**src/design/pctb_pkg.sv**
```systemverilog
// shared constants, codes and control structs for the paired counter threshold bank
// no dependencies; used by every other file of the block but pctb_ram
`default_nettype none

package pctb_pkg;

  // bank geometry
  localparam int PAIRS       = 32;
  localparam int COUNT_WIDTH = 32;
  localparam int PAIR_W      = 2 * COUNT_WIDTH;
  localparam int PAIR_AW     = (PAIRS > 1) ? $clog2(PAIRS) : 1;
  localparam int SUM_W       = ((COUNT_WIDTH > 32) ? COUNT_WIDTH : 32) + 1;

  // field widths
  localparam int KIND_W    = 2;
  localparam int IDX_W     = 6;
  localparam int PIU_W     = 6;
  localparam int SET_W     = 6;
  localparam int STHR_W    = 32;
  localparam int CFG_IDX_W = 2;
  localparam int CFG_DAT_W = 32;

  localparam logic [COUNT_WIDTH-1:0] CNT_MAX = '1;

  // item kinds
  localparam logic [KIND_W-1:0] KIND_INC   = 2'd0;
  localparam logic [KIND_W-1:0] KIND_EVAL  = 2'd1;
  localparam logic [KIND_W-1:0] KIND_CLEAR = 2'd2;

  // configuration register indexes
  localparam logic [CFG_IDX_W-1:0] REG_PAIRS   = 2'd0;
  localparam logic [CFG_IDX_W-1:0] REG_SET_THR = 2'd1;
  localparam logic [CFG_IDX_W-1:0] REG_SUM_THR = 2'd2;

  // register reset values
  localparam logic [PIU_W-1:0]  PIU_RESET      = 6'd32;
  localparam logic [SET_W-1:0]  SET_THR_RESET  = 6'd1;
  localparam logic [STHR_W-1:0] SUM_THR_RESET  = 32'd1;

  // controller to datapath
  typedef struct packed {
    logic latch_item;   // capture the accepted item
    logic rd_item;      // read the pair named by the incoming index
    logic walk_start;   // reset walk pointer and accumulators
    logic walk_step;    // advance the evaluation walk
    logic inc_commit;   // write back the incremented pair
    logic clear_store;  // drop every pair to zero
    logic res_load;     // move the result into the output register
  } pctb_cmd_t;

  // datapath to controller
  typedef struct packed {
    logic [KIND_W-1:0] in_kind;
    logic              walk_done;
    logic              out_free;
  } pctb_status_t;

endpackage

`default_nettype wire

```
**src/design/pctb_if.sv**
```systemverilog
// item, result and configuration channel interfaces
// depends on pctb_pkg for field widths
`default_nettype none

interface pctb_item_if;
  logic                        valid;
  logic                        ready;
  logic [pctb_pkg::KIND_W-1:0] kind;
  logic [pctb_pkg::IDX_W-1:0]  counter_index;

  modport source (output valid, output kind, output counter_index, input ready);
  modport sink   (input valid, input kind, input counter_index, output ready);
endinterface

interface pctb_result_if;
  logic valid;
  logic ready;
  logic index_error;
  logic set_met;
  logic sum_met;
  logic combined_met;
  logic has_info;

  modport source (output valid, output index_error, output set_met, output sum_met,
                  output combined_met, output has_info, input ready);
  modport sink   (input valid, input index_error, input set_met, input sum_met,
                  input combined_met, input has_info, output ready);
endinterface

interface pctb_cfg_if;
  logic                           valid;
  logic                           ready;
  logic [pctb_pkg::CFG_IDX_W-1:0] index;
  logic [pctb_pkg::CFG_DAT_W-1:0] data;

  modport source (output valid, output index, output data, input ready);
  modport sink   (input valid, input index, input data, output ready);
endinterface

`default_nettype wire

```
**src/design/pctb_ram.sv**
```systemverilog
// generic single write port, single read port ram with registered read data
// no dependencies
`default_nettype none

module pctb_ram #(
  parameter int WIDTH = 8,
  parameter int DEPTH = 16
) (
  input  wire logic                                     clk,
  input  wire logic                                     we,
  input  wire logic [((DEPTH > 1) ? $clog2(DEPTH) : 1)-1:0] waddr,
  input  wire logic [WIDTH-1:0]                         wdata,
  input  wire logic                                     re,
  input  wire logic [((DEPTH > 1) ? $clog2(DEPTH) : 1)-1:0] raddr,
  output logic      [WIDTH-1:0]                         rdata
);

  logic [WIDTH-1:0] mem [DEPTH];

  always_ff @(posedge clk) begin
    if (we) begin
      mem[waddr] <= wdata;
    end
    if (re) begin
      rdata <= mem[raddr];
    end
  end

endmodule

`default_nettype wire

```
**src/design/pctb_dp.sv**
```systemverilog
// datapath: config registers, pair store with valid bits, increment and walk logic
// depends on pctb_pkg, pctb_if and pctb_ram
`default_nettype none

module pctb_dp (
  input  wire logic                        clk,
  input  wire logic                        rst,
  input  wire logic [pctb_pkg::KIND_W-1:0] in_kind,
  input  wire logic [pctb_pkg::IDX_W-1:0]  in_index,
  input  wire pctb_pkg::pctb_cmd_t         cmd,
  output pctb_pkg::pctb_status_t           status,
  pctb_cfg_if.sink                         cfg,
  pctb_result_if.source                    result
);

  localparam int CW = pctb_pkg::COUNT_WIDTH;
  localparam int AW = pctb_pkg::PAIR_AW;
  localparam int SW = pctb_pkg::SUM_W;

  // configuration
  logic [pctb_pkg::PIU_W-1:0]  pairs_in_use;
  logic [pctb_pkg::SET_W-1:0]  set_thr;
  logic [pctb_pkg::STHR_W-1:0] sum_thr;
  logic                        cfg_wr;

  // latched item
  logic [pctb_pkg::KIND_W-1:0] kind_q;
  logic [pctb_pkg::IDX_W-1:0]  idx_q;

  // store
  logic [pctb_pkg::PAIRS-1:0]  pair_valid;
  logic                        rd_vld;
  logic                        ram_re;
  logic [AW-1:0]               ram_raddr;
  logic [AW-1:0]               ram_waddr;
  logic [pctb_pkg::PAIR_W-1:0] ram_rdata;
  logic [pctb_pkg::PAIR_W-1:0] ram_wdata;
  logic                        ram_we;
  logic                        store_clear;

  logic [CW-1:0] cnt_lo;
  logic [CW-1:0] cnt_hi;
  logic [CW-1:0] cur;
  logic [CW-1:0] bumped;

  logic [pctb_pkg::PIU_W-1:0] np;
  logic [pctb_pkg::PIU_W-1:0] thr;
  logic                       inc_err;
  logic                       info;
  logic                       info_next;

  // walk
  logic [pctb_pkg::PIU_W-1:0] ptr;
  logic                       rd_pending;
  logic                       walk_more;
  logic [pctb_pkg::PIU_W-1:0] nz_cnt;
  logic [pctb_pkg::PIU_W-1:0] rc_cnt;
  logic                       all_q;
  logic [SW-1:0]              a_x;
  logic [SW-1:0]              b_x;
  logic [SW-1:0]              t_x;
  logic [SW-1:0]              pair_sum;
  logic                       pair_nz;
  logic                       pair_reach;
  logic                       both_reach;

  assign cfg.ready = 1'b1;
  assign cfg_wr    = cfg.valid && cfg.ready;

  always_ff @(posedge clk) begin
    if (rst) begin
      pairs_in_use <= pctb_pkg::PIU_RESET;
      set_thr      <= pctb_pkg::SET_THR_RESET;
      sum_thr      <= pctb_pkg::SUM_THR_RESET;
    end else if (cfg_wr) begin
      case (cfg.index)
        pctb_pkg::REG_PAIRS:   pairs_in_use <= cfg.data[pctb_pkg::PIU_W-1:0];
        pctb_pkg::REG_SET_THR: set_thr      <= cfg.data[pctb_pkg::SET_W-1:0];
        pctb_pkg::REG_SUM_THR: sum_thr      <= cfg.data[pctb_pkg::STHR_W-1:0];
        default: ;
      endcase
    end
  end

  // active pairs and clamped set threshold
  assign np  = (int'(pairs_in_use) > pctb_pkg::PAIRS) ? pctb_pkg::PIU_W'(pctb_pkg::PAIRS)
                                                      : pairs_in_use;
  assign thr = (set_thr > np) ? np : set_thr;

  always_ff @(posedge clk) begin
    if (cmd.latch_item) begin
      kind_q <= in_kind;
      idx_q  <= in_index;
    end
  end

  assign status.in_kind = in_kind;

  // store access
  assign walk_more = ptr < np;
  assign ram_re    = cmd.rd_item || (cmd.walk_step && walk_more);
  assign ram_raddr = cmd.rd_item ? AW'(in_index >> 1) : AW'(ptr);
  assign ram_waddr = AW'(idx_q >> 1);

  assign inc_err = {1'b0, idx_q} >= {np, 1'b0};
  assign ram_we  = cmd.inc_commit && !inc_err;

  assign cnt_lo = rd_vld ? ram_rdata[CW-1:0]    : '0;
  assign cnt_hi = rd_vld ? ram_rdata[2*CW-1:CW] : '0;

  // saturating increment of the selected half
  assign cur       = idx_q[0] ? cnt_hi : cnt_lo;
  assign bumped    = (cur == pctb_pkg::CNT_MAX) ? cur : cur + CW'(1);
  assign ram_wdata = idx_q[0] ? {bumped, cnt_lo} : {cnt_hi, bumped};

  pctb_ram #(
    .WIDTH (pctb_pkg::PAIR_W),
    .DEPTH (pctb_pkg::PAIRS)
  ) u_ram (
    .clk   (clk),
    .we    (ram_we),
    .waddr (ram_waddr),
    .wdata (ram_wdata),
    .re    (ram_re),
    .raddr (ram_raddr),
    .rdata (ram_rdata)
  );

  // pairs never written since the last clear read as zero
  assign store_clear = cmd.clear_store || (cfg_wr && cfg.index == pctb_pkg::REG_PAIRS);

  always_ff @(posedge clk) begin
    if (rst || store_clear) begin
      pair_valid <= '0;
    end else if (ram_we) begin
      pair_valid[ram_waddr] <= 1'b1;
    end
  end

  always_ff @(posedge clk) begin
    if (ram_re) begin
      rd_vld <= pair_valid[ram_raddr];
    end
  end

  // info flag
  assign info_next = info || (cmd.inc_commit && !inc_err);

  always_ff @(posedge clk) begin
    if (rst) begin
      info <= 1'b0;
    end else begin
      info <= info_next;
    end
  end

  // per pair evaluation
  assign a_x        = SW'(cnt_lo);
  assign b_x        = SW'(cnt_hi);
  assign t_x        = SW'(sum_thr);
  assign pair_sum   = a_x + b_x;
  assign pair_nz    = (cnt_lo != '0) || (cnt_hi != '0);
  assign pair_reach = pair_sum >= t_x;
  assign both_reach = (a_x >= t_x) && (b_x >= t_x);

  always_ff @(posedge clk) begin
    if (rst) begin
      rd_pending <= 1'b0;
    end else if (cmd.walk_start) begin
      rd_pending <= 1'b0;
    end else if (cmd.walk_step) begin
      rd_pending <= walk_more;
    end
  end

  always_ff @(posedge clk) begin
    if (cmd.walk_start) begin
      ptr    <= '0;
      nz_cnt <= '0;
      rc_cnt <= '0;
      all_q  <= 1'b1;
    end else if (cmd.walk_step) begin
      if (walk_more) begin
        ptr <= ptr + pctb_pkg::PIU_W'(1);
      end
      if (rd_pending) begin
        nz_cnt <= nz_cnt + {{(pctb_pkg::PIU_W-1){1'b0}}, pair_nz};
        rc_cnt <= rc_cnt + {{(pctb_pkg::PIU_W-1){1'b0}}, pair_reach};
        all_q  <= all_q && both_reach;
      end
    end
  end

  assign status.walk_done = !walk_more && !rd_pending;

  // output register
  assign status.out_free = !result.valid || result.ready;

  always_ff @(posedge clk) begin
    if (rst) begin
      result.valid <= 1'b0;
    end else if (cmd.res_load) begin
      result.valid <= 1'b1;
    end else if (result.ready) begin
      result.valid <= 1'b0;
    end
  end

  always_ff @(posedge clk) begin
    if (cmd.res_load) begin
      result.index_error  <= (kind_q == pctb_pkg::KIND_INC) && inc_err;
      result.set_met      <= (kind_q == pctb_pkg::KIND_EVAL) && (nz_cnt >= thr);
      result.sum_met      <= (kind_q == pctb_pkg::KIND_EVAL) && all_q;
      result.combined_met <= (kind_q == pctb_pkg::KIND_EVAL) && (rc_cnt >= thr);
      result.has_info     <= info_next;
    end
  end

endmodule

`default_nettype wire

```
**src/design/pctb_ctrl.sv**
```systemverilog
// controller state machine sequencing increments, walks and result hand-off
// depends on pctb_pkg
`default_nettype none

module pctb_ctrl (
  input  wire logic                   clk,
  input  wire logic                   rst,
  input  wire logic                   in_valid,
  output logic                        in_ready,
  input  wire pctb_pkg::pctb_status_t status,
  output pctb_pkg::pctb_cmd_t         cmd
);

  localparam logic [1:0] S_IDLE = 2'd0;
  localparam logic [1:0] S_INC  = 2'd1;
  localparam logic [1:0] S_EVAL = 2'd2;
  localparam logic [1:0] S_FIN  = 2'd3;

  logic [1:0] state;
  logic [1:0] state_next;
  logic       accept;

  assign in_ready = (state == S_IDLE);
  assign accept   = in_valid && in_ready;

  always_comb begin
    cmd        = '0;
    state_next = state;
    case (state)
      S_IDLE: begin
        if (accept) begin
          cmd.latch_item = 1'b1;
          case (status.in_kind)
            pctb_pkg::KIND_INC: begin
              cmd.rd_item = 1'b1;
              state_next  = S_INC;
            end
            pctb_pkg::KIND_EVAL: begin
              cmd.walk_start = 1'b1;
              state_next     = S_EVAL;
            end
            pctb_pkg::KIND_CLEAR: begin
              cmd.clear_store = 1'b1;
              state_next      = S_FIN;
            end
            default: begin
              state_next = S_FIN;
            end
          endcase
        end
      end
      S_INC: begin
        // read data holds until the output register frees
        if (status.out_free) begin
          cmd.inc_commit = 1'b1;
          cmd.res_load   = 1'b1;
          state_next     = S_IDLE;
        end
      end
      S_EVAL: begin
        cmd.walk_step = 1'b1;
        if (status.walk_done) begin
          state_next = S_FIN;
        end
      end
      S_FIN: begin
        if (status.out_free) begin
          cmd.res_load = 1'b1;
          state_next   = S_IDLE;
        end
      end
      default: begin
        state_next = S_IDLE;
      end
    endcase
  end

  always_ff @(posedge clk) begin
    if (rst) begin
      state <= S_IDLE;
    end else begin
      state <= state_next;
    end
  end

`ifndef SYNTHESIS
  a_load_needs_room: assert property (@(posedge clk) disable iff (rst)
    cmd.res_load |-> status.out_free)
    else $error("result loaded while output register still full");

  a_commit_with_result: assert property (@(posedge clk) disable iff (rst)
    cmd.inc_commit |-> cmd.res_load)
    else $error("increment written back without its result");

  a_inc_goes_to_rmw: assert property (@(posedge clk) disable iff (rst)
    (accept && status.in_kind == pctb_pkg::KIND_INC) |=> (state == S_INC && !in_ready))
    else $error("increment item did not enter read-modify-write");

  a_walk_ends_in_fin: assert property (@(posedge clk) disable iff (rst)
    (state == S_EVAL && status.walk_done) |=> (state == S_FIN))
    else $error("finished walk did not move to result stage");
`endif

endmodule

`default_nettype wire

```
**src/design/paired_counter_threshold_bank.sv**
```systemverilog
// top level of the paired counter threshold bank
// depends on pctb_pkg, pctb_if, pctb_ctrl and pctb_dp
`default_nettype none

//  channel  | direction | handshake      | payload
//  ---------+-----------+----------------+------------------------------------------
//  item     | in        | valid / ready  | kind, counter_index
//  result   | out       | valid / ready  | index_error, set_met, sum_met,
//           |           |                | combined_met, has_info
//  cfg      | in        | valid / ready  | index (register), data
//
//  increment reads the pair from the ram, then writes it back and loads the
//  output register once that register is free
//  evaluate makes one ram read per pair in use, folds in the last pair if any,
//  sees the walk done, then loads the output register once it is free
//  reset is synchronous; the store starts zeroed through per pair valid bits,
//  so no clearing pass is needed and clear items need no walk
//  a stalled result holds in the output register; the next item is taken
//  meanwhile and waits in its last step until the register frees

module paired_counter_threshold_bank (
  input  wire logic     clk,
  input  wire logic     rst,
  pctb_item_if.sink     item,
  pctb_result_if.source result,
  pctb_cfg_if.sink      cfg
);

  pctb_pkg::pctb_cmd_t    cmd;
  pctb_pkg::pctb_status_t status;
  logic                   in_ready;

  assign item.ready = in_ready;

  // sequencing: one item at a time
  pctb_ctrl u_ctrl (
    .clk      (clk),
    .rst      (rst),
    .in_valid (item.valid),
    .in_ready (in_ready),
    .status   (status),
    .cmd      (cmd)
  );

  // registers, pair store, increment and evaluation walk, output register
  pctb_dp u_dp (
    .clk      (clk),
    .rst      (rst),
    .in_kind  (item.kind),
    .in_index (item.counter_index),
    .cmd      (cmd),
    .status   (status),
    .cfg      (cfg),
    .result   (result)
  );

endmodule

`default_nettype wire

```
**src/flat_wrapper.sv**
```systemverilog
// flat-port wrapper written by rule: the top's interface ports become plain ports
module paired_counter_threshold_bank_flat 
  (clk, rst, item_valid, item_kind, item_counter_index, item_ready, result_valid, result_index_error, result_set_met, result_sum_met, result_combined_met, result_has_info, result_ready, cfg_valid, cfg_index, cfg_data, cfg_ready);
  pctb_item_if item_i ();
  pctb_result_if result_i ();
  pctb_cfg_if cfg_i ();
  input  wire logic clk;
  input  wire logic rst;
  input wire logic [$bits(item_i.valid)-1:0] item_valid;
  input wire logic [$bits(item_i.kind)-1:0] item_kind;
  input wire logic [$bits(item_i.counter_index)-1:0] item_counter_index;
  output wire logic [$bits(item_i.ready)-1:0] item_ready;
  output wire logic [$bits(result_i.valid)-1:0] result_valid;
  output wire logic [$bits(result_i.index_error)-1:0] result_index_error;
  output wire logic [$bits(result_i.set_met)-1:0] result_set_met;
  output wire logic [$bits(result_i.sum_met)-1:0] result_sum_met;
  output wire logic [$bits(result_i.combined_met)-1:0] result_combined_met;
  output wire logic [$bits(result_i.has_info)-1:0] result_has_info;
  input wire logic [$bits(result_i.ready)-1:0] result_ready;
  input wire logic [$bits(cfg_i.valid)-1:0] cfg_valid;
  input wire logic [$bits(cfg_i.index)-1:0] cfg_index;
  input wire logic [$bits(cfg_i.data)-1:0] cfg_data;
  output wire logic [$bits(cfg_i.ready)-1:0] cfg_ready;
  assign item_i.valid = item_valid;
  assign item_i.kind = item_kind;
  assign item_i.counter_index = item_counter_index;
  assign item_ready = item_i.ready;
  assign result_valid = result_i.valid;
  assign result_index_error = result_i.index_error;
  assign result_set_met = result_i.set_met;
  assign result_sum_met = result_i.sum_met;
  assign result_combined_met = result_i.combined_met;
  assign result_has_info = result_i.has_info;
  assign result_i.ready = result_ready;
  assign cfg_i.valid = cfg_valid;
  assign cfg_i.index = cfg_index;
  assign cfg_i.data = cfg_data;
  assign cfg_ready = cfg_i.ready;
  paired_counter_threshold_bank u_core (.clk(clk), .rst(rst), .item(item_i), .result(result_i), .cfg(cfg_i));
endmodule
```
**config.mk**
```make
export PLATFORM = sky130hd
export DESIGN_NAME = paired_counter_threshold_bank_flat
export DESIGN_NICKNAME = d
export VERILOG_FILES = /design/src/design/pctb_pkg.sv /design/src/design/pctb_if.sv /design/src/design/pctb_ram.sv /design/src/design/pctb_dp.sv /design/src/design/pctb_ctrl.sv /design/src/design/paired_counter_threshold_bank.sv /design/src/flat_wrapper.sv
export SDC_FILE = /design/constraint.sdc
export NUM_CORES = 2
export LEC_CHECK = 0
export BUFFER_PORTS_ARGS = -buffer_cell sky130_fd_sc_hd__buf_2
export CAP_MARGIN = 25
export CORE_ASPECT_RATIO = 0.8
export CORE_UTILIZATION = 59
export CTS_CLUSTER_DIAMETER = 60
export DETAILED_ROUTE_END_ITERATION = 7
export GPL_TIMING_DRIVEN = 0
export PLACE_DENSITY = 0.75
export RECOVER_POWER = 100
export SETUP_SLACK_MARGIN = 0.3
export SLEW_MARGIN = 20
export SYNTH_ARGS = -nofsm -noshare
export SYNTH_HDL_FRONTEND = slang
export SYNTH_SLANG_ARGS = --single-unit
```
**constraint.sdc**
```tcl
create_clock -name clk -period 22.2 [get_ports clk]
set_clock_uncertainty 0.1 [all_clocks]
set_input_delay 2.22 -clock clk [delete_from_list [all_inputs] [get_ports clk]]
set_output_delay 2.22 -clock clk [all_outputs]
set_load 0.02 [all_outputs]
```
======== After elaboration in Yosys (flattened, before gate mapping) ========
Memories as Yosys holds them, arrays and structs flattened. A register that Yosys moved wholly into a read port is not among the register bits.
Index checks and enable logic that the tools add are counted.
storage, ports and cells
  output and inout bits ................... 8
  register bits after elaboration ......... 114
  bits in writable memories ............... 2048
  input bits .............................. 47
  memories kept ........................... 1
  word-level logic and storage cells ...... 120
memory list
  name                   depth  bits a word  read ports  clocked after Yosys merged registers in  write ports  RTL line        RTL
  u_core.u_dp.u_ram.mem  32     64           1           1                                        1            pctb_ram.sv:18  logic [WIDTH-1:0] mem [DEPTH];
operators by class
  equal/unequal tests ..................... 12
  $lt $le $gt $ge ......................... 12
  add/sub/neg operators ................... 5
  bitwise logic cells ..................... 1
  mux-type cells .......................... 32
  reduce and logical (&&, ||, !) cells .... 37
operators by type and width
  kind                     count
  $mux W32                 4
  $ge A32 B32 Y1           2
  $mux W64                 1
  $reduce_bool A32 Y1      2
  $add A32 B32 Y33         1
  $ge A33 B32 Y1           1
  $add A32 B1 Y32 const B  1
  $eq A32 B32 Y1 const B   1
  $or A32 B32 Y32          1
  $mux W1                  15
  $add A6 B1 Y6            2
  $ge A6 B6 Y1             2
  $logic_and A1 B1 Y1      12
  $lt A5 B6 Y1 const B     2
  $mux W6                  2
  $reduce_and A2 Y1        5
  $eq A2 B1 Y1 const B     4
  $eq A2 B2 Y1 const B     4
  $logic_not A2 Y1         4
  $ge A6 B7 Y1             1
  $add A6 B1 Y6 const B    1
  $gt A6 B6 Y1             1
  $gt A6 B6 Y1 const B     1
  $logic_or A1 B1 Y1       6
  14 further kinds         23

======== Depth between registers and ports, before layout ========
  word-level depth ........................ 7
  depth in mapped cells ................... 33
  gate-level depth less buffers ........... 28

======== Cells and area by module ========
A second synthesis with hierarchy kept.
second synthesis, totals
  cell total of the unflattened synthesis .. 4628
  area, all modules ....................... 91375.1 µm²
by module, submodules not included
  module     area an instance (µm²)  cells each  times used  sequential area each (µm²)
  pctb_ram   79593.8                 3110        1           63420.8
  pctb_dp    11627.4                 1499        1           2382.3
  pctb_ctrl  153.9                   19          1           40.0

======== Worst setup path before layout ========
No wires, ideal clock.
  path kind ............................... input-to-reg
  start ................................... input port result_ready
  end ..................................... memory u_core.u_dp.u_ram.mem[14][0] (netlist name), enable pin
  stages .................................. 6
  buffers on the path ..................... 1
  data arrival time ....................... 9.353 ns
  slack ................................... 12.103 ns
  cell sequence ........................... nand2b_1 > and2_1 > nor2b_1 > nand2_1 > clkbuf_1 > nor4_1
between the ends
  longest elaborated chain between the ends .. 6
ends and longest elaborated chain
  what                           RTL line            RTL
  start: declaration             flat_wrapper.sv:19  input wire logic [$bits(result_i.ready)-1:0] result_ready;
  $logic_or A1 B1 Y1             pctb_dp.sv:197      assign status.out_free = !result.valid || result.ready;
  $mux W1                        pctb_ctrl.sv:54     if (status.out_free) begin
  $mux W1                        pctb_ctrl.sv:29     case (state)
  $logic_and A1 B1 Y1            pctb_dp.sv:106      assign ram_we = cmd.inc_commit && !inc_err;
  $mux W1                        pctb_ram.sv:21      if (we) begin
  $mux W1 (not written as such)  pctb_ram.sv:22      mem[waddr] <= wdata;
  end: declaration               pctb_ram.sv:18
No other way between the ends.

======== Worst setup path in the final report ========
  start ................................... register u_core.u_dp.idx_q[0] (netlist name)
  end ..................................... memory u_core.u_dp.u_ram.mem[23][31] (netlist name), enable pin
between the ends
  longest elaborated chain between the ends .. 5
ends and longest elaborated chain
  what                           RTL line        RTL
  start: declaration             pctb_dp.sv:28   logic [pctb_pkg::IDX_W-1:0] idx_q;
  start signal: assignment       pctb_dp.sv:93   idx_q <= in_index;
  $ge A6 B7 Y1                   pctb_dp.sv:105  assign inc_err = {1'b0, idx_q} >= {np, 1'b0};
  $logic_not A1 Y1               pctb_dp.sv:106
  $logic_and A1 B1 Y1            pctb_dp.sv:106
  $mux W1                        pctb_ram.sv:21
  $mux W1 (not written as such)  pctb_ram.sv:22
No other way between the ends.

==> results.json <==
{
  "status": "complete, but fails checks",
  "failed_checks": "design-rule violations, max-capacitance violations, max-slew violations",
  "core_area_um2": 157000,
  "drt-total-wl_um": 328000,
  "cts_tree": "done",
  "cts_setup_buffers": 0,
  "worstHoldStart": "u_core.u_dp.sum_thr[29]",
  "die_w_um": 447,
  "clkSlewWorstSetupHoldPaths_ns": 0.07,
  "synthArstFlopShare": 0,
  "avgSynthCellArea_um2": 14.0,
  "fin_tns_setup_ns": 0,
  "fin_crit_ns": 10.59,
  "dp_hpwl_um": 231000,
  "clkSinkCount": 2226,
  "rsz0062_at_grt": "no",
  "cts_resized": 0,
  "row_count": 130,
  "crit_slowest_cell": "nor2_1",
  "syn_inst": 6682,
  "crit_path_start": "u_core.u_dp.idx_q[0]",
  "clock_latency_ns": 0.88,
  "pwr-share-seq": 0.391,
  "irDropWorstVdd_mv": 0.0955,
  "cp-start-kind": "register",
  "first_pass_iters": 8,
  "ys_types": 86,
  "worst_pin_slew_ns": 3.44,
  "reg2reg_slack_ns": 11.61,
  "grt_max_degree": 52,
  "stdcell_count": 9556,
  "syn_area_um2": 93500,
  "switching_share": 0.383,
  "start_util": 0.595,
  "power.switching_mw": 5.15,
  "cp.arrival_ns": 10.95,
  "slowest_delay_ns": 1.55,
  "ant_nets": 0,
  "placed_cells": 9154,
  "drive_gt1_frac": 0.0814,
  "cp_num_buf_inv": 8,
  "port_buffers": 52,
  "cp_common_cell": "clkbuf_1",
  "final_cell_mix": "edfxtp_1, nand2_1, clkbuf_1, mux2i_1, nand3_1",
  "hp-class": "register to register",
  "drtIter0Drc": 12700,
  "p_int_mw": 8.30,
  "rr_startpoint": "u_core.u_dp.idx_q[0]",
  "area_growth_pct": 12.1,
  "register_area_um2": 65800,
  "grt_pass1_vias": 62000,
  "synth_edf_count": 2126,
  "fp.dieArea_um2": 160000,
  "worstPathCellList": "clkbuf_1, clkbuf_1, clkbuf_1, clkbuf_1, nand2b_1, a21boi_0, o21a_1, o21a_1, o21a_1, o21ai_0, nand2_1, clkbuf_1, clkbuf_1, nor2_1, clkbuf_1, clkbuf_1",
  "max_cap_violations": 87,
  "syn_nets": 6878,
  "crit_fanout": 19,
  "relSlewSlack": -1.29,
  "layout.nets": 7453,
  "path_class": "register to register",
  "post-route-period-util": 0.477,
  "die_height_um": 358,
  "cts_buffer_depth": 3,
  "endpoint_kind": "register",
  "synth_seq_area_share": 0.704,
  "cp_data_required_time_ns": 22.57,
  "powerDensity_nw_per_um2": 128,
  "grt_usage": 0.404,
  "overflow": 0,
  "wl_per_cell_um": 34.3,
  "multi_input_area_um2": 25800,
  "antenna_found_initial": 26,
  "p_clk_frac": 0.262,
  "avgViaCountPerCell": 6.98,
  "grt_pass1_wl_um": 451000,
  "p_leak_nw": 36.4,
  "numCtsBuffers": 204,
  "yosys_warnings": 0,
  "fill_cells": 10900,
  "hold_viol_final": 0,
  "setup_viol": 0,
  "clock.fmax_mhz": 94.4,
  "place.gp.congestion": 1.00,
  "num_io_pins": 55,
  "mostFrequentLayoutCell": "edfxtp_1",
  "hold_buffers": 0,
  "slew_viol_final": 2126,
  "combPwrFrac": 0.347,
  "cts-root-buf": "clkbuf_16",
  "ys.flop_type": "edfxtp_1",
  "ys_seq_elements": 2226,
  "vias": 66700,
  "ctsHtreeMaxLevel": 4,
  "route.detailed.drc": 32,
  "path_delay_family": "buffers and inverters"
}
## worst paths after layout
kind | to | depth (start not counted)
max | u_core.u_dp.u_ram.mem[23][31] | 16
min | u_core.u_dp.sum_thr[29] | 2
max reg2reg | u_core.u_dp.u_ram.mem[23][31] | 16
min reg2reg | u_core.u_dp.sum_thr[29] | 2
## per-stage QoR
stage	hold slack (ns)	power (mW)	utilization	area, µm²	setup slack [ns]
after detailed placement	0.342	9.85	0.645	101000	13.13
after CTS	0.354	13.3	0.687	108000	13.09
after global routing	0.375	13.7	0.667	105000	11.51
after floorplan	0.319	7.69	-	93500	12.10
after global placement	0.337	9.50	0.613	96400	3.14
final	0.353	13.5	0.667	105000	11.61
## layer usage
layer / GRT usage / vias to the layer above / part of all wire / wire [µm]
met2: 0.544 / 6363 / 0.40 / 130000
met3: 0.190 / 1154 / 0.19 / 62100
met1: 0.551 / 32300 / 0.35 / 115000
li1: - / 26800 / - / -
met5: 0.00118 / - / 0.0012 / 380
met4: 0.197 / 32 / 0.062 / 20300
## flip-flops by register name, indices dropped and copies added (netlist names)
| signal | cells |
|---|---|
| u_core.u_ctrl.state | 2 |
| u_core.u_dp.all_q | 1 |
| u_core.u_dp.idx_q | 6 |
| u_core.u_dp.info | 1 |
| u_core.u_dp.kind_q | 2 |
| u_core.u_dp.nz_cnt | 6 |
| u_core.u_dp.pair_valid | 32 |
| u_core.u_dp.pairs_in_use | 6 |
| u_core.u_dp.ptr | 6 |
| u_core.u_dp.rc_cnt | 6 |
| u_core.u_dp.rd_pending | 1 |
| u_core.u_dp.rd_vld | 1 |
| u_core.u_dp.result.combined_met | 1 |
| u_core.u_dp.result.has_info | 1 |
| u_core.u_dp.result.index_error | 1 |
| u_core.u_dp.result.set_met | 1 |
| u_core.u_dp.result.sum_met | 1 |
| u_core.u_dp.result.valid | 1 |
| u_core.u_dp.set_thr | 6 |
| u_core.u_dp.sum_thr | 32 |
| u_core.u_dp.u_ram.mem | 2048 |
| u_core.u_dp.u_ram.rdata | 64 |
## Yosys cell counts (100+ instances only)
cell / n / share of area
and3_1: 167 / 0.011
a21oi_1: 163 / 0.0087
a211oi_1: 101 / 0.0081
o22ai_1: 103 / 0.0069
buf_2: 106 / 0.0057
nor2_1: 117 / 0.0047
edfxtp_1: 2126 / 0.68
mux2i_1: 380 / 0.041
dfxtp_1: 100 / 0.021
ha_1: 148 / 0.020
o221ai_1: 118 / 0.011
nand2_1: 1267 / 0.051
o21ai_0: 111 / 0.0059
a311oi_1: 151 / 0.014
clkbuf_1: 225 / 0.0090
nand3_1: 336 / 0.018
## kinds of logic (layout without fill, tap and decap cells)
family                   Yosys count  count (layout)  share of synthesized area
AND/OR/NAND/NOR                 2246            2246                      0.110
adder cells (fa/ha/maj)          152             152                     0.0203
XOR/XNOR                         103             103                    0.00965
multiplexers                     456             456                     0.0571
AO/OA/AOI/OAI                    996             996                     0.0749
other                              1              14                  0.0000401
flip-flops                      2226            2226                      0.704
buffers and inverters            502            1251                     0.0237
## area by class of cell
class                   instances  area share
diodes                         13    0.000310
plain buffers                 424      0.0178
clock buffers                 255      0.0511
clock inverters               125      0.0121
inverters                      78     0.00279
multi-input cells            3954       0.247
flip-flops and latches       2226       0.628
well taps                    2112      0.0252
repair buffers                369      0.0158
## power by group through the flow
stage          Sequential, mW  Clock, mW  Combinational [mW]
5_1_grt                  5.25       3.68                4.74
6_report                 5.26       3.53                4.67
2_1_floorplan            5.26          0                2.43
4_1_cts                  5.21       3.51                4.58
3_5_place_dp             5.30          0                4.55
3_3_place_gp             5.36          0                4.14
## tightest hold or removal path, cell delays in order, from the launching register on
cell	delay, ns
dfxtp_1	0.30
nand2_1	0.05
a21oi_1	0.05
Power figures use the tool's default switching activity.
